## src/rtl/scop_pkg.sv

```systemverilog
// Shared types and constants for the scanline occlusion path cost block.
// Used by every module of the block but scop_ram; depends on nothing.
`timescale 1ns / 1ps

package scop_pkg;

    localparam int IDX_W   = 10;
    localparam int WID_W   = 11;
    localparam int POS_W   = 12;
    localparam int OCC_W   = 16;
    localparam int COST_W  = 24;
    localparam int SUM_W   = 29;
    localparam int DEPTH   = 1024;
    localparam int CNT_W   = 11;

    localparam logic [1:0] REG_LEFT_WIDTH  = 2'd0;
    localparam logic [1:0] REG_RIGHT_WIDTH = 2'd1;
    localparam logic [1:0] REG_OCC_COST    = 2'd2;
    localparam logic [1:0] REG_DIRECTION   = 2'd3;

    localparam logic [COST_W-1:0] COST_MAX = {COST_W{1'b1}};

    typedef struct packed {
        logic [WID_W-1:0] lw;
        logic [WID_W-1:0] rw;
        logic [OCC_W-1:0] occ;
        logic             dir;
    } cfg_t;

    typedef struct packed {
        logic [IDX_W-1:0]  l;
        logic [IDX_W-1:0]  r;
        logic [COST_W-1:0] mcost;
        logic              fol;
        logic [WID_W-1:0]  diag;
        logic              inr;
    } item_t;

    typedef struct packed {
        logic [COST_W-1:0] path;
        logic              sat;
    } res_t;

    typedef struct packed {
        logic [COST_W-1:0]       cn;
        logic signed [POS_W-1:0] pn;
        logic [COST_W-1:0]       cp;
        logic signed [POS_W-1:0] pp;
    } track_t;

    typedef struct packed {
        logic [IDX_W-1:0]  l;
        logic [IDX_W-1:0]  r;
        logic [COST_W-1:0] cost;
    } pend_t;

endpackage

```

## src/rtl/scop_resq.sv

```systemverilog
// Result queue of two items between the back end and the result ports.
// Depends on scop_pkg.
`timescale 1ns / 1ps

module scop_resq (
    input  logic                        clk,
    input  logic                        rst_n,
    input  logic                        res_push,
    input  scop_pkg::res_t              res,
    output logic                        res_full,
    output logic                        empty,
    input  logic                        pop,
    output logic [scop_pkg::COST_W-1:0] path_cost,
    output logic                        saturated
);

    scop_pkg::res_t q_reg [2];
    logic           head_reg, head_next;
    logic           tail_reg, tail_next;
    logic [1:0]     cnt_reg, cnt_next;
    logic           do_push, do_pop;

    assign res_full  = (cnt_reg == 2'd2);
    assign empty     = (cnt_reg == 2'd0);
    assign path_cost = q_reg[head_reg].path;
    assign saturated = q_reg[head_reg].sat;
    assign do_push   = res_push && !res_full;
    assign do_pop    = pop && !empty;

    always_comb
    begin
        head_next = do_pop ? ~head_reg : head_reg;
        tail_next = do_push ? ~tail_reg : tail_reg;
        cnt_next  = cnt_reg + {1'b0, do_push} - {1'b0, do_pop};
    end

    always_ff @(posedge clk or negedge rst_n)
    begin
        if (!rst_n)
        begin
            head_reg <= 1'b0;
            tail_reg <= 1'b0;
            cnt_reg  <= 2'd0;
        end
        else
        begin
            head_reg <= head_next;
            tail_reg <= tail_next;
            cnt_reg  <= cnt_next;
        end
    end

    always_ff @(posedge clk)
    begin
        if (do_push)
        begin
            q_reg[tail_reg] <= res;
        end
    end

endmodule

```

## config.mk

```make
export PLATFORM = sky130hd
export DESIGN_NAME = scop_resq
export DESIGN_NICKNAME = d
export VERILOG_FILES = /design/src/rtl/scop_pkg.sv /design/src/rtl/scop_resq.sv
export SDC_FILE = /design/constraint.sdc
export NUM_CORES = 1
export LEC_CHECK = 0
export CELL_PAD_IN_SITES_DETAIL_PLACEMENT = 2
export CELL_PAD_IN_SITES_GLOBAL_PLACEMENT = 2
export CORE_MARGIN = 4
export CORE_UTILIZATION = 51
export CTS_BUF_LIST = sky130_fd_sc_hd__clkbuf_8
export DETAILED_ROUTE_END_ITERATION = 10
export DONT_BUFFER_PORTS = 1
export GPL_ROUTABILITY_DRIVEN = 0
export GPL_TIMING_DRIVEN = 0
export PLACE_DENSITY_LB_ADDON = 0.12
export SLEW_MARGIN = 20
export SYNTH_ARGS = -nofsm -noshare
export SYNTH_HDL_FRONTEND = slang
export SYNTH_SLANG_ARGS = --single-unit
```

## constraint.sdc

```tcl
create_clock -name clk -period 4.25 [get_ports clk]
set_input_delay 0.425 -clock clk [delete_from_list [all_inputs] [get_ports clk]]
set_output_delay 0.425 -clock clk [all_outputs]
set_load 0.01 [all_outputs]
```

==> parameters.txt <==
Parameter                              Value

STA
  Total count of hold-check failures in the final report    0
  Number of pins exceeding their max-slew limit in the final report    0
  Maximum operating frequency    0.5722 GHz
  Unrepaired setup endpoints after global routing    false
  Worst Tran Pin Value    ~0.7 ns
  Setup-violating endpoint count in the final report    0
  Final cycle utilization of the critical path    0.4112
  Relative slew slack    0.5201
  Worst Clk Skew    approximately 0.0054 ns
  Final-layout setup total negative slack    0 ns
  Min Tclk post-route    about 1.7 ns

CTS
  H-tree lvl count    2
  Max Root-Sink Buffers    2
  Resized Gates After CTS    0
  Post-cts hold buffer count    1
  Number of sinks driven by the clock tree    54
  Clock root buffer master    sky130_fd_sc_hd__clkbuf_8
  Clock-pin slew reported for the worst setup and hold paths after clock tree synthesis    0.10 ns
  Post-CTS Setup Inserts    0
  Clock latency on the worst-skew pair    0.30 ns
  TritonCTS clock tree    built
  Clock buffer count from CTS    5

Yosys
  Sequential area share after synthesis    0.7605
  Number of flops mapped to enable cells by yosys    50
  Post-synthesis area per instance    ~22 um2
  Flops & latches, synth    54
  Synthesized netlist net count    127
  Synth cell types    15
  Async S/R FF share, synth    0.07407
  Netlist area before placement    2106 um2
  Count of synthesis-stage warnings from yosys    0
  Synthesized instance count    96
  Post-synth top flop    sky130_fd_sc_hd__edfxtp_1

Final layout
  Fraction of final layout cells sized beyond drive strength 1    0.3714
  Most common cell after layout, fill and taps aside    sky130_fd_sc_hd__edfxtp_1
  Count of antenna diodes in the layout    0
  Most frequent cells in the layout    sky130_fd_sc_hd__edfxtp_1 (50), sky130_fd_sc_hd__mux2_4 (19), sky130_fd_sc_hd__mux2_2 (6), sky130_fd_sc_hd__clkbuf_8 (5), sky130_fd_sc_hd__dfrtp_1 (4)
  Number of flip-flops in the largest register    50
  Synthesis-to-layout area growth    9.031%
  Final layout net count    ~140

Hold path
  Hold path cells    0
  Min-Delay Endpoint    q_reg[0][11]$_DFFE_PP_
  Hold Crit Start    res[11]
  Hold Crit Class    in -> reg

Place
  Half-perimeter wire length after detailed placement    about 2.7 mm
  I/O Buffers    0

Pwr
  Peak supply drop    between 0.3 and 0.4 mV
  PwrDens    a little over 700 nW/um2
  Leakage dissipation    between 0.0008 and 0.0009 uW
  Final Total Pwr    between 1500 and 2000 uW

Global routing
  Combined global-route utilization of all metal layers    0.1609
  Initial antenna violation count    0
  Vias in the first global route    968
  Aggregate global routing overflow    0
  Pin count of the biggest net entering global routing    26
  First-pass GRT wire length    approximately 6 mm

Worst setup path
  Launching point of the worst reg2reg path    cnt_reg[1]$_DFF_PN0_
  Cell breakdown of the critical path    buf_6 > buf_12 > mux2_4
  Capture point of the worst reg-to-reg path    q_reg[0][15]$_DFFE_PP_
  Start point of the critical path    head_reg$_DFFE_PN0P_
  Slack of the worst reg-to-reg path    around 2.6 ns
  Highest-delay cell along the critical path    sky130_fd_sc_hd__dfrtp_1
  Req. time, crit path    3.83 ns
  CP Launch Type    flip-flop
  Largest stage delay on the critical path    0.38 ns
  Number of cell instances on the worst register-to-register path    3
  Worst Setup Path Type    reg -> out
  Worst-path maximum fanout    10
  Arrival time of data at the critical path endpoint    around 1.3 ns
  Category of the worst setup path capture point    output port

Die
  Core region area    about 4000 um2
  Die Span Y    72.26 um
  Effective utilization at floorplan    0.5264
  Total Die Area    approximately 5200 um2
  Die extent in x    around 72 um
  Row count    23
  Total I/O pin count    56

Detailed routing
  Initial DRC Count    50
  First drt pass iteration count    4
  Post-route ant nets    0
  Post-DR wirelength/cell    between 20 and 30 um
  Drt drc    0
  Detailed-route vias per instance    approximately 5.5
  Final routed wirelength across all metal layers    between 3 and 4 mm
  Via count    ~850

Job
  Maximum capacitance violations    0

Status
  Status    finished, final reports clean
[critical path, delay by kind of cell, from the launching register on]
| family | cells | cell delay, ns |
|---|---|---|
| DFF | 1 | 0.38 |
| buffers and inverters | 2 | 0.30 |
| muxes | 1 | 0.33 |
[per-stage QoR]
| step | util | setup slack (ns) | instances | hold slack [ns] | instance area [um2] |
|---|---|---|---|---|---|
| 2_1_floorplan | - | 2.182 | 96 | 0.1294 | 2106 |
| 3_3_place_gp | 0.5421 | 1.608 | 146 | 0.1296 | 2168 |
| 6_report | 0.5740 | 2.502 | 155 | 0.2102 | 2296 |
| 5_1_grt | 0.5740 | 2.424 | 155 | 0.1933 | 2296 |
| 3_5_place_dp | 0.5443 | 2.555 | 146 | 0.1296 | 2177 |
| 4_1_cts | 0.5740 | 2.484 | 155 | 0.2005 | 2296 |
[where the power goes]
part           switching [uW]  total [uW]  leakage, uW  internal [uW]
sequential               52.3         786     0.000511            733
combinational             283         534     0.000267            251
clock                     160         333    0.0000579            173
[per-layer routing]
layer	up-vias	global-route usage	share of wire
met2	35	0.2952	0.56
li1	378	-	-
met5	-	0	0
met3	4	0.04294	0.058
met4	0	0.05010	0.011
met1	436	0.1809	0.37
[worst max-delay path by stage]
stage	end	slack, ns
floorplan	q_reg[0][0]$_DFFE_PP_	2.18
global placement	q_reg[0][5]$_DFFE_PP_	1.61
detailed placement	q_reg[0][7]$_DFFE_PP_	2.56
CTS	path_cost[17]	2.48
global route	q_reg[0][15]$_DFFE_PP_	2.42
finish	path_cost[17]	2.50
[logic make-up (layout without fill, tap and decap cells)]
family | count (synthesis) | in the layout | synth area share
adders and majority gates | 2 | 2 | 0.01188
muxes | 25 | 25 | 0.1676
and+or+nand+nor | 6 | 6 | 0.01545
xor gates and xnor gates | 4 | 4 | 0.01664
DFF | 54 | 54 | 0.7605
buffers and inverters | 5 | 14 | 0.02793
[cell usage after synthesis (2+ instances only)]
cell type                  instances  share of area
sky130_fd_sc_hd__buf_12            2          0.019
sky130_fd_sc_hd__dfrtp_1           4          0.048
sky130_fd_sc_hd__edfxtp_1         50           0.71
sky130_fd_sc_hd__ha_1              2          0.012
sky130_fd_sc_hd__inv_1             2         0.0036
sky130_fd_sc_hd__mux2_2            6          0.032
sky130_fd_sc_hd__mux2_4           19           0.14
sky130_fd_sc_hd__nor2_1            2         0.0036
sky130_fd_sc_hd__xnor2_1           3          0.012
[final cells by class]
class,instances,area [um2]
sequential,54,1602
multi-input combinational,37,454.2
timing repair buffer,1,10.01
clock inverter,3,40.04
buffer,3,51.30
fill,317,1704
clock buffer,5,68.82
tap,50,62.56
inverter,2,7.507
(Power assumes the default switching activity.)
