===== src/rtl/scop_pkg.sv =====
// Shared types and constants for the scanline occlusion path cost block.
// Used by every module of the block but scop_ram; depends on nothing.
`timescale 1ns / 1ps

package scop_pkg;

    localparam int IDX_W   = 10;
    localparam int WID_W   = 11;
    localparam int POS_W   = 12;
    localparam int OCC_W   = 16;
    localparam int COST_W  = 24;
    localparam int SUM_W   = 29;
    localparam int DEPTH   = 1024;
    localparam int CNT_W   = 11;

    localparam logic [1:0] REG_LEFT_WIDTH  = 2'd0;
    localparam logic [1:0] REG_RIGHT_WIDTH = 2'd1;
    localparam logic [1:0] REG_OCC_COST    = 2'd2;
    localparam logic [1:0] REG_DIRECTION   = 2'd3;

    localparam logic [COST_W-1:0] COST_MAX = {COST_W{1'b1}};

    typedef struct packed {
        logic [WID_W-1:0] lw;
        logic [WID_W-1:0] rw;
        logic [OCC_W-1:0] occ;
        logic             dir;
    } cfg_t;

    typedef struct packed {
        logic [IDX_W-1:0]  l;
        logic [IDX_W-1:0]  r;
        logic [COST_W-1:0] mcost;
        logic              fol;
        logic [WID_W-1:0]  diag;
        logic              inr;
    } item_t;

    typedef struct packed {
        logic [COST_W-1:0] path;
        logic              sat;
    } res_t;

    typedef struct packed {
        logic [COST_W-1:0]       cn;
        logic signed [POS_W-1:0] pn;
        logic [COST_W-1:0]       cp;
        logic signed [POS_W-1:0] pp;
    } track_t;

    typedef struct packed {
        logic [IDX_W-1:0]  l;
        logic [IDX_W-1:0]  r;
        logic [COST_W-1:0] cost;
    } pend_t;

endpackage


===== src/rtl/scop_front.sv =====
// Input queue of two items that classifies each match on entry.
// Depends on scop_pkg.
`timescale 1ns / 1ps

module scop_front (
    input  logic                        clk,
    input  logic                        rst_n,
    input  logic                        push,
    output logic                        full,
    input  logic [scop_pkg::IDX_W-1:0]  match_left,
    input  logic [scop_pkg::IDX_W-1:0]  match_right,
    input  logic [scop_pkg::COST_W-1:0] match_cost,
    input  logic                        first_of_line,
    input  scop_pkg::cfg_t              cfg,
    output logic                        item_valid,
    output scop_pkg::item_t             item,
    input  logic                        take
);

    scop_pkg::item_t q_reg [2];
    logic            head_reg, head_next;
    logic            tail_reg, tail_next;
    logic [1:0]      cnt_reg, cnt_next;
    scop_pkg::item_t in_item;
    logic            do_push, do_pop;

    always_comb
    begin
        in_item.l     = match_left;
        in_item.r     = match_right;
        in_item.mcost = match_cost;
        in_item.fol   = first_of_line;
        in_item.diag  = {1'b0, match_left} + {1'b0, match_right};
        in_item.inr   = ({1'b0, match_left} < cfg.lw) && ({1'b0, match_right} < cfg.rw);
    end

    assign full       = (cnt_reg == 2'd2);
    assign item_valid = (cnt_reg != 2'd0);
    assign item       = q_reg[head_reg];
    assign do_push    = push && !full;
    assign do_pop     = take && item_valid;

    always_comb
    begin
        head_next = do_pop ? ~head_reg : head_reg;
        tail_next = do_push ? ~tail_reg : tail_reg;
        cnt_next  = cnt_reg + {1'b0, do_push} - {1'b0, do_pop};
    end

    always_ff @(posedge clk or negedge rst_n)
    begin
        if (!rst_n)
        begin
            head_reg <= 1'b0;
            tail_reg <= 1'b0;
            cnt_reg  <= 2'd0;
        end
        else
        begin
            head_reg <= head_next;
            tail_reg <= tail_next;
            cnt_reg  <= cnt_next;
        end
    end

    always_ff @(posedge clk)
    begin
        if (do_push)
        begin
            q_reg[tail_reg] <= in_item;
        end
    end

endmodule


===== config.mk =====
export PLATFORM = sky130hd
export DESIGN_NAME = scop_front
export DESIGN_NICKNAME = d
export VERILOG_FILES = /design/src/rtl/scop_pkg.sv /design/src/rtl/scop_front.sv
export SDC_FILE = /design/constraint.sdc
export NUM_CORES = 1
export LEC_CHECK = 0
export BUFFER_PORTS_ARGS = -buffer_cell sky130_fd_sc_hd__buf_4
export CAP_MARGIN = 20
export CORE_UTILIZATION = 30
export DETAILED_ROUTE_END_ITERATION = 8
export GPL_TIMING_DRIVEN = 0
export PLACE_DENSITY_LB_ADDON = 0.3
export SYNTH_ARGS = -nofsm -noshare
export SYNTH_HDL_FRONTEND = slang
export SYNTH_SLANG_ARGS = --single-unit
export TNS_END_PERCENT = 1

===== constraint.sdc =====
create_clock -name clk -period 8.3 [get_ports clk]
set_clock_uncertainty 0.15 [all_clocks]
set_input_delay 1.66 -clock clk [delete_from_list [all_inputs] [get_ports clk]]
set_output_delay 1.66 -clock clk [all_outputs]
set_load 0.03 [all_outputs]

==> run summary, run 1 <==
The worst pin sits at a relative slew slack of 45.43%. Among all cell types in the netlist, the one instantiated most often is sky130_fd_sc_hd__edfxtp_1. The length of the first detailed-routing pass in iterations is 4. The worst hold path endpoint is cnt_reg[1]. STA classifies the critical path endpoint as a primary output. The overall fraction of global-route tracks in use came out at 13.15%. The flow ran to the end, and the final reports show no timing, DRC or antenna violations. The floorplan die height is 133.2 um.

For this run, the slowest stage of the critical path takes 390 ps. The clock input transition at the sequential cells of the worst setup and hold paths came out at 50 ps. The worst setup slack after layout is 4475 ps.

The number of nets with antenna violations after routing is 0. The core outline area came out at 16700 um2. For this run, the top clock speed supported by timing is 261.4 MHz. The start point of the critical path is head_reg. The power per standard cell area is 359.7 nW/um2. The cell count of the worst hold path is 1. Routability-driven placement finished with a final weighted congestion of 0.7893. The global-route wire length before repair is 17.25 mm. The total length of routed wires is 10.68 mm. The initial antenna violation count is 0. In this run the number of H-tree levels came out at 4. The top cell type by area accounts for 66.31% of the synthesized area.

The time the worst path needs with I/O delays and setup came out at 3825 ps. The count of final max-slew check failures is 0. By startpoint and endpoint, the worst setup path is classified as reg -> out. The static power due to leakage came out at 2.838 nW. Yosys attributes the largest share of cell area to sky130_fd_sc_hd__edfxtp_1 66%, sky130_fd_sc_hd__mux2_2 12%, sky130_fd_sc_hd__ha_1 7.3%. The worst register-to-register path begins at cnt_reg[1]. The worst flop-to-flop path endpoint is q_reg[0][34]. The largest vdd supply drop is 0.1340 mV. The worst setup slack for register-to-register paths is 6330 ps. The instance area after placement came out at 6466 um2. The count of unique library cells instantiated by Yosys came out at 32.

The half-perimeter wire length of the detailed placement result came out at 7.676 mm. The clock latency of the later-clocked register in the worst-skew pair came out at 410 ps. The share of layout cells above drive strength 1 is 47.68%.

The sequential cell area fraction in the yosys report is 68.25%. Walking the worst path, the cells encountered are buf_2, buf_2, mux2_2, buf_4. The kind of launch point of the worst setup path is a flop. Port buffering added 129 buffers. The net count reported at finish came out at 582. The average instance in the mapped netlist occupies 16.49 um2. The flip-flop count of the largest register after layout is 114. The worst slack after detailed placement is 4574 ps. Entering global routing, the biggest net connects 58 pins. The max capacitance violation total is 0.

The boundary pin count is 147. The required time of the worst setup path came out at 6490 ps. The vias after detailed routing came out at 3044. The post-CTS resize count is 0. When the netlist entered floorplanning its net count stood at 432. Once layout is done, the placed cells without fillers occupy 7058 um2. The first-iteration detailed-routing DRC count is 116. The effective utilization at floorplan is 30.91%. By instance count, the cell type seen most on the critical path is sky130_fd_sc_hd__buf_2. Setup repair after global routing left no endpoint under its margin. The number of endpoints with negative hold slack in the final report is 0. The overall power came out at 0.002539 W. The routed wire length per instance came out at 15.38 um. The min-delay analysis places its worst path in the category reg -> reg.

The antenna diode count is 0. The horizontal die dimension came out at 133.2 um. In the synthesized netlist the dominant register cell turns out to be sky130_fd_sc_hd__edfxtp_1.

The DRC violation count after routing came out at 0. Adding up every negative setup slack in the final design gives 0 ps. The flip-flop and latch count after synthesis came out at 118. The largest total area in the synthesized netlist belongs to sky130_fd_sc_hd__edfxtp_1. TritonCTS built the clock tree. Along the worst path, the maximum fanout reaches 10.

The worst register-to-register path has a depth of 4. The pin slew with the least headroom to its limit is 818.6 ps. The origin of the worst min-delay path is cnt_reg[1]. The fraction of registers with async set or reset after synthesis came out at 3.390%.

The arrival time of data at the critical path endpoint is 2020 ps. The die footprint came out at 17740 um2. The clock net in this run drives a total of 118 sinks. Synthesis handed over a netlist of 313 instances. The area growth from synthesis to final layout came out at 36.72%. The standard-cell row count came out at 47.

The post-synth design cell area is 5162 um2. The number of hold-repair buffers added at the cts stage came out at 0. The clock tree root buffer cell is sky130_fd_sc_hd__clkbuf_16. The setup violation total in the final timing report came out at 0. The final period utilization came out at 46.09%. The count of buffers added by post-CTS timing repair for setup came out at 0. The ratio of routed vias to standard cells came out at 4.386. Clock tree synthesis inserted a total of 17 buffers. The clock passes through at most 2 buffers. The Yosys step of the flow raised 0 warnings. The commonest cells after synthesis are 114 x sky130_fd_sc_hd__edfxtp_1, 57 x sky130_fd_sc_hd__mux2_2, 30 x sky130_fd_sc_hd__ha_1, 25 x sky130_fd_sc_hd__inv_1, 12 x sky130_fd_sc_hd__a21oi_1. The total overflow left after global routing is 0. The via count of the first global-routing pass is 3320. Yosys mapped a number of flops with a built-in enable equal to 114.

The slowest library cell on the worst path is sky130_fd_sc_hd__mux2_2.
## routing by layer
layer  wire length [um]  track usage (%)
met4                127            5.492
met1               4618            14.88
met3                559            4.376
met5                  0                0
met2               5371            22.72
## layout by cell type, fill, tap and decap left out, types with 4 or more instances in the layout
cell	instances
sky130_fd_sc_hd__bufinv_16	4
sky130_fd_sc_hd__nor2_1	5
sky130_fd_sc_hd__buf_4	129
sky130_fd_sc_hd__buf_2	6
sky130_fd_sc_hd__ha_1	30
sky130_fd_sc_hd__a21oi_1	12
sky130_fd_sc_hd__clkbuf_16	17
sky130_fd_sc_hd__nand2_1	9
sky130_fd_sc_hd__xnor2_1	9
sky130_fd_sc_hd__o21ai_0	5
sky130_fd_sc_hd__dfrtp_1	4
sky130_fd_sc_hd__inv_1	25
sky130_fd_sc_hd__mux2_2	57
sky130_fd_sc_hd__a21o_1	6
sky130_fd_sc_hd__edfxtp_1	114
sky130_fd_sc_hd__clkinv_2	4
## logic make-up (layout without fill, tap and decap cells)
family / count (synthesis) / in the layout / synth area share [%]
xor gates and xnor gates: 12 / 12 / 2.036
and+or+nand+nor: 31 / 31 / 3.030
AOI/OAI and AO/OA: 33 / 33 / 4.193
DFF: 118 / 118 / 68.25
adders and majority gates: 31 / 31 / 7.659
buffers and inverters: 31 / 192 / 2.399
muxes: 57 / 57 / 12.43
## area by class of cell
cell class / instances / area [um2]
tap: 220 / 275.3
fill: 1561 / 9643
multi-input combinational: 164 / 1528
buffer: 6 / 30.03
timing repair buffer: 131 / 1016
clock buffer: 19 / 432.9
inverter: 25 / 93.84
clock inverter: 11 / 158.9
sequential: 118 / 3523
## critical path: cells and delay by family, from the launching register on
family,cells,cell delay [ps]
flops,1,370
mux,1,390
buf+inv,3,840
## per-stage QoR
step	hold slack [ps]	instances	utilization [%]
floorplan	310.4	313	-
global placement	327.2	662	38.36
detailed placement	357.5	664	38.72
CTS	365.3	694	42.26
global route	377.5	694	42.26
finish	356.3	694	42.26
## how the worst max path moves through the flow
| stage | slack [ps] | endpoint |
|---|---|---|
| floorplan | 3540 | q_reg[0][0] |
| global placement | 1840 | q_reg[0][54] |
| global route | 4320 | item[40] |
| detailed placement | 4570 | q_reg[0][9] |
| finish | 4470 | item[42] |
| CTS | 4380 | item[42] |
## report_power, final
part	internal, W	switching (W)	leakage, nW	total [W]
combinational	0.000381	0.000564	1.45	0.000945
sequential	0.000825	0.0000335	1.11	0.000859
clock	0.000494	0.000241	0.286	0.000735
total	0.00170	0.000838	2.84	0.00254
Power figures use the tool's default switching activity.
==> run 2: changes to the inputs <==
- clock period: 8.3 -> 3.4 ns (I/O delays scaled with it)
==> run summary, run 2 (synthesis results as in run 1) <==
After global routing, the most crowded layer is met2. The area growth from synthesis to final layout came out at 38.17%. The CTS tree is built. The fraction of met1 tracks used by global routing is 14.73% (-0.15 points). The clock input transition at the sequential cells of the worst setup and hold paths is 50 ps (about the same). The boundary pin count is 147 (unchanged).

The setup violation total in the final timing report came out at 0 (unchanged). The worst setup path is launched from a flop. The core outline area came out at 16700 um2 (unchanged). The worst hold slack is 308.7 ps (-47.51 ps).

The max capacitance violation total came out at 0 (unchanged). The number of endpoints with negative hold slack in the final report came out at 0 (unchanged). The maximum root-to-sink buffer count came out at 2 (unchanged). The first-iteration detailed-routing DRC count is 108 (-6.9%). The antenna diode count was 0 (unchanged).

The global route total overflow is 0 (unchanged). The time the worst path needs with I/O delays and setup is 2773 ps. The overall fraction of global-route tracks in use came to 12.67% (-0.48 points). The effective utilization at floorplan is 30.91% (unchanged). In the layout the commonest cells are 129 x sky130_fd_sc_hd__buf_4, 114 x sky130_fd_sc_hd__edfxtp_1, 57 x sky130_fd_sc_hd__mux2_2. Setup repair after global routing left no endpoint under its margin.

The sort of element at the end of the critical path is a primary output. The half-perimeter wire length of the detailed placement result is 7.719 mm (+0.57%). The share of layout cells above drive strength 1 is 47.59% (-0.090 points). The net count reported at finish is 584 (+0.34%).

The footprint of the multi-input gates is 1524 um2 (-0.25%). The count of final max-slew check failures is 0 (unchanged). The clock sink count was 118 (unchanged). The area of all sequential standard cells was 3523 um2 (unchanged). The required time of the worst setup path is 2570 ps (-3920 ps). The ratio of routed vias to standard cells came out at 4.402 (+0.35%).

The initial antenna violation count is 0 (unchanged). The number of clock buffers inserted by TritonCTS is 17 (unchanged). The number of cells traversed by the worst register-to-register path is 7 (+3).

The H-tree level count came out at 4 (unchanged). The met3 track utilization from global routing is 4.072% (-0.30 points). The length of the first detailed-routing pass in iterations came to 4 (unchanged). The floorplan die height was 133.2 um (unchanged). The tree is rooted in a sky130_fd_sc_hd__clkbuf_16. The pin slew with the least headroom to its limit came out at 648.3 ps (-170.3 ps).

The largest net degree at the start of global routing is 33 (-43%). The fraction of met2 tracks used by global routing is 21.26% (-1.5 points). The vias after detailed routing is 3068 (+0.79%).

The worst setup slack for register-to-register paths is 1460 ps (-4870 ps). The cell count of the worst hold path came out at 1 (unchanged). The count of input and output buffers came out at 129 (unchanged). The worst setup slack after layout was 626.5 ps (-3848 ps). The arrival time of data at the critical path endpoint is 1940 ps (-80 ps). The worst min-delay path category is in -> reg. The horizontal die dimension came to 133.2 um (unchanged). The worst setup path category is reg -> out. The number of nets with antenna violations after routing came to 0 (unchanged). The largest vdd supply drop came out at 0.3660 mV (+170%). The last weighted congestion value of the routability-driven placer was 0.7605 (-3.6%). The flip-flop count of the largest register after layout was 114 (unchanged).

The worst slack after detailed placement came out at 661.3 ps (-3912 ps). The highest net fanout along the worst path was 10 (unchanged). The total length of routed wires is 10.37 mm (-2.9%). The flow ran to the end, and the final reports show no timing, DRC or antenna violations.

The DRC violation count after routing is 0 (unchanged). The final period utilization came out at 81.57%. The worst max-slew margin expressed relative to the limit is 56.78% (+11 points). The die footprint was 17740 um2 (unchanged). The static power due to leakage is 2.881 nW (+1.5%).

The standard-cell row count is 47 (unchanged). Leaving out fill and tap cells, the most frequent cell in the layout is sky130_fd_sc_hd__buf_4. The via count of the first global-routing pass is 3214 (-3.2%). The power per standard cell area came out at 889.6 nW/um2 (+150%). The clock latency of the later-clocked register in the worst-skew pair came out at 400 ps (about the same). The global-route wire length before repair came to 16.59 mm (-3.8%). Based on the critical path, the design can be clocked at up to 360.6 MHz.

The routed wire length per instance came out at 14.88 um (-3.3%). The final-layout fill cell count came out at 1547 (-0.90%).
-- run 2: cell count changes in the layout (fill, tap and decap cells not counted), sizes merged --
cell and change:
bufinv +2, clkinvlp -2, buf +1, clkinv +1
dlygate4sd3 +1
-- run 2: final cells by class --
type / instances / area share (%)
timing repair buffer: 133 / 14.66
buffer: 6 / 0.4210
inverter: 25 / 1.316
clock inverter: 12 / 2.912
clock buffer: 19 / 6.069
multi-input combinational: 164 / 21.36
sequential: 118 / 49.39
tap: 220 / 3.859
-- run 2: worst paths after layout --
path / to / startpoint
worst min-delay path: q_reg[0][13] / match_cost[0]
min in group asynchronous: cnt_reg[0] / rst_n
worst min register to register: cnt_reg[1] / cnt_reg[1]
worst max-delay path: item[40] / head_reg
worst max register to register: cnt_reg[1] / cnt_reg[1]
max in group asynchronous: cnt_reg[1] / rst_n
-- run 2: metrics by stage --
stage               TNS, ps  total power, W  util [%]  cell area [um2]  instances
global placement     -31550        0.004418     38.37             6409        662
global route              0        0.006656     42.71             7133        697
finish                    0        0.006346     42.71             7133        697
floorplan                 0        0.003603         -             5165        313
CTS                       0        0.006461     42.71             7133        697
detailed placement        0        0.004495     38.81             6482        665
-- run 2: where the power goes --
group | internal [W] | total, W | switching [W]
clock network | 0.00136 | 0.00193 | 0.000575
logic | 0.000944 | 0.00233 | 0.00138
registers | 0.00201 | 0.00209 | 0.0000768
total | 0.00431 | 0.00635 | 0.00203
-- run 2: what timing repair did --
action | CTS | global route
buffers inserted | 0 | 0
resized for setup | 0 | 0
endpoints found under the hold margin | 4 | 0
hold buffers | 1 | 0
-- run 2: critical path: stages (launching register included) --
cell	delay, ps
sky130_fd_sc_hd__dfrtp_1	360
sky130_fd_sc_hd__buf_2	270
sky130_fd_sc_hd__buf_2	350
sky130_fd_sc_hd__mux2_2	380
sky130_fd_sc_hd__buf_4	170
-- run 2: routing by layer --
layer,up-vias,routed length (um)
met1,1473,4370
met4,0,168
met3,13,603
met2,92,5225
li1,1490,-
met5,-,0
==> run 3: changes to the inputs <==
- clock period: 3.4 -> 2.35 ns (I/O delays scaled with it)
==> run summary, run 3 (synthesis results as in run 1) <==
The flow ran to the end, and the final reports show no timing, DRC or antenna violations. The via count of the first global-routing pass is 3256 (+1.3%). The share of layout cells above drive strength 1 is 47.17% (-0.42 points). The length of the first detailed-routing pass in iterations was 4 (unchanged). The horizontal die dimension was 133.2 um (unchanged).

The count of input and output buffers is 129 (unchanged). The cell total after placement came out at 664 (-0.15%). The max capacitance violation total came out at 0 (unchanged).

The worst hold slack is 99.90 ps (-208.8 ps). The instance area after placement came to 6466 um2 (-0.25%). The vias after detailed routing came out at 3062 (-0.20%). The die footprint is 17740 um2 (unchanged). The clock sink count came out at 118 (unchanged). The global-route wire length before repair is 16.54 mm (-0.29%). The last weighted congestion value of the routability-driven placer was 0.7638 (+0.43%). The footprint of the multi-input gates came to 1528 um2 (+0.25%).

The flip-flop count of the largest register after layout is 114 (unchanged). The effective utilization at floorplan was 30.91% (unchanged). The half-perimeter wire length of the detailed placement result is 7.508 mm (-2.7%). The number of endpoints with negative hold slack in the final report came out at 0 (unchanged). The library cells used most frequently in the layout, excluding fill and tap cells, are 130 x sky130_fd_sc_hd__buf_4, 114 x sky130_fd_sc_hd__edfxtp_1, 57 x sky130_fd_sc_hd__mux2_2. The area growth from synthesis to layout is 36.77%.

The arrival time of data at the critical path endpoint came out at 1650 ps (-290 ps). TritonCTS built the clock tree. The highest net fanout along the worst path is 10 (unchanged). The clock tree root buffer cell is sky130_fd_sc_hd__clkbuf_16.

The maximum root-to-sink buffer count came to 2 (unchanged). The count of final max-slew check failures is 0 (unchanged). The number of clock buffers inserted by TritonCTS was 17 (unchanged). The largest vdd supply drop is 0.5278 mV (+44%).

The initial antenna violation count came out at 0 (unchanged). The total length of routed wires was 10.44 mm (+0.69%). Setup repair after global routing left no endpoint under its margin. The worst setup path category is reg -> out. The clock input transition at the sequential cells of the worst setup and hold paths came to 50 ps (about the same). The antenna diode count came out at 0 (unchanged). The boundary pin count came out at 147 (unchanged). The count of buffers added by post-CTS timing repair for setup came out at 0 (unchanged). The DRC violation count after routing is 0 (unchanged).

The time the worst path needs with I/O delays and setup is 2266 ps. The static power due to leakage was 2.831 nW (-1.7%). The number of cells in the finished layout apart from fillers came out at 697 (unchanged). The setup violation total in the final timing report is 0 (unchanged). The core outline area was 16700 um2 (unchanged). The overall fraction of global-route tracks in use came out at 12.56% (-0.11 points). The power per standard cell area is 1250 nW/um2 (+41%).

The finished layout cell area is 7061 um2 (-1.0%). For this run, the top clock speed supported by timing is 441.4 MHz. The H-tree level count came out at 4 (unchanged). The worst min-delay path category is in -> reg.

The floorplan die height came out at 133.2 um (unchanged). The final period utilization is 96.41%. The ratio of routed vias to standard cells came out at 4.393 (-0.20%). The area of all sequential standard cells was 3525 um2 (about the same).

The required time of the worst setup path was 1730 ps (-840 ps). The sum of negative setup slack is 0 ps (unchanged). The library cell used most frequently in the layout, excluding fill and tap cells, is sky130_fd_sc_hd__buf_4.

The first-iteration detailed-routing DRC count came out at 132 (+22%). The sort of element at the end of the critical path is a primary output. The number of nets with antenna violations after routing is 0 (unchanged). The standard-cell row count came out at 47 (unchanged). The kind of launch point of the worst setup path is a flop.

The net count reported at finish is 583 (-0.17%). The global route total overflow came out at 0 (unchanged). The clock latency of the later-clocked register in the worst-skew pair is 400 ps (about the same). The final-layout fill cell count came out at 1569 (+1.4%). The worst max-slew margin expressed relative to the limit is 42.50% (-14 points). The largest net degree at the start of global routing is 58 (+76%). The routed wire length per instance is 14.98 um (+0.69%). The pin slew with the least headroom to its limit came out at 862.6 ps (+214.2 ps).
[run 3: cell types whose count changed in the layout (fill, tap and decap cells not counted), sizes merged]
cell / before / now
clkinv: 6 / 9
clkinvlp: 0 / 2
bufinv: 6 / 2
clkbuf: 19 / 20
buf: 138 / 136
[run 3: power breakdown]
group	internal, W	switching (W)
registers	0.00292	0.000121
clock network	0.00153	0.000852
logic	0.00141	0.00200
[run 3: final timing paths]
check,start,endpoint,slack (ps),depth (start not counted)
min,match_cost[2],q_reg[0][15],100,1
max in group asynchronous,rst_n,head_reg,1690,2
max reg2reg,cnt_reg[1],q_reg[0][8],190,5
min reg2reg,cnt_reg[1],cnt_reg[1],380,1
min in group asynchronous,rst_n,cnt_reg[0],250,2
max,head_reg,item[40],80,4
[run 3: critical path, stage by stage (launching register included)]
cell                      delay, ps
sky130_fd_sc_hd__dfrtp_2        400
sky130_fd_sc_hd__buf_12         150
sky130_fd_sc_hd__buf_8          160
sky130_fd_sc_hd__mux2_2         350
sky130_fd_sc_hd__buf_4          170
[run 3: through the flow]
step                      util, %  total power [W]  worst slack, ps
after CTS                   42.22         0.008963           -12.57
after floorplan                 -         0.005213           -109.5
after global placement      38.40         0.006395            -1002
final                       42.28         0.008828            84.35
after detailed placement    38.72         0.006484           -189.9
after global routing        42.28         0.009257            8.357
[run 3: timing repair]
action / 4_1_cts / 5_1_grt
pin swaps: 0 / 0
hold buffers: 1 / 0
endpoints found under the hold margin: 4 / 0
cloned: 0 / 0
resized for setup: 9 / 3
setup endpoints to repair: 20 / 32
[run 3: metal layers]
layer / wire [um] / track usage [%]
met5: 0 / 0
met4: 94 / 5.114
met3: 602 / 5.023
met2: 5358 / 21.84
met1: 4384 / 13.58
[run 3: layout make-up]
type                            count  area share [%]
Timing Repair Buffer              132           14.53
Sequential cell                   118           49.92
Clock buffer                       19           6.131
Buffer                              6          0.9392
Multi-Input combinational cell    164           21.64
Inverter                           25           1.329
Tap cell                          220           3.899
Clock inverter                     13           1.613
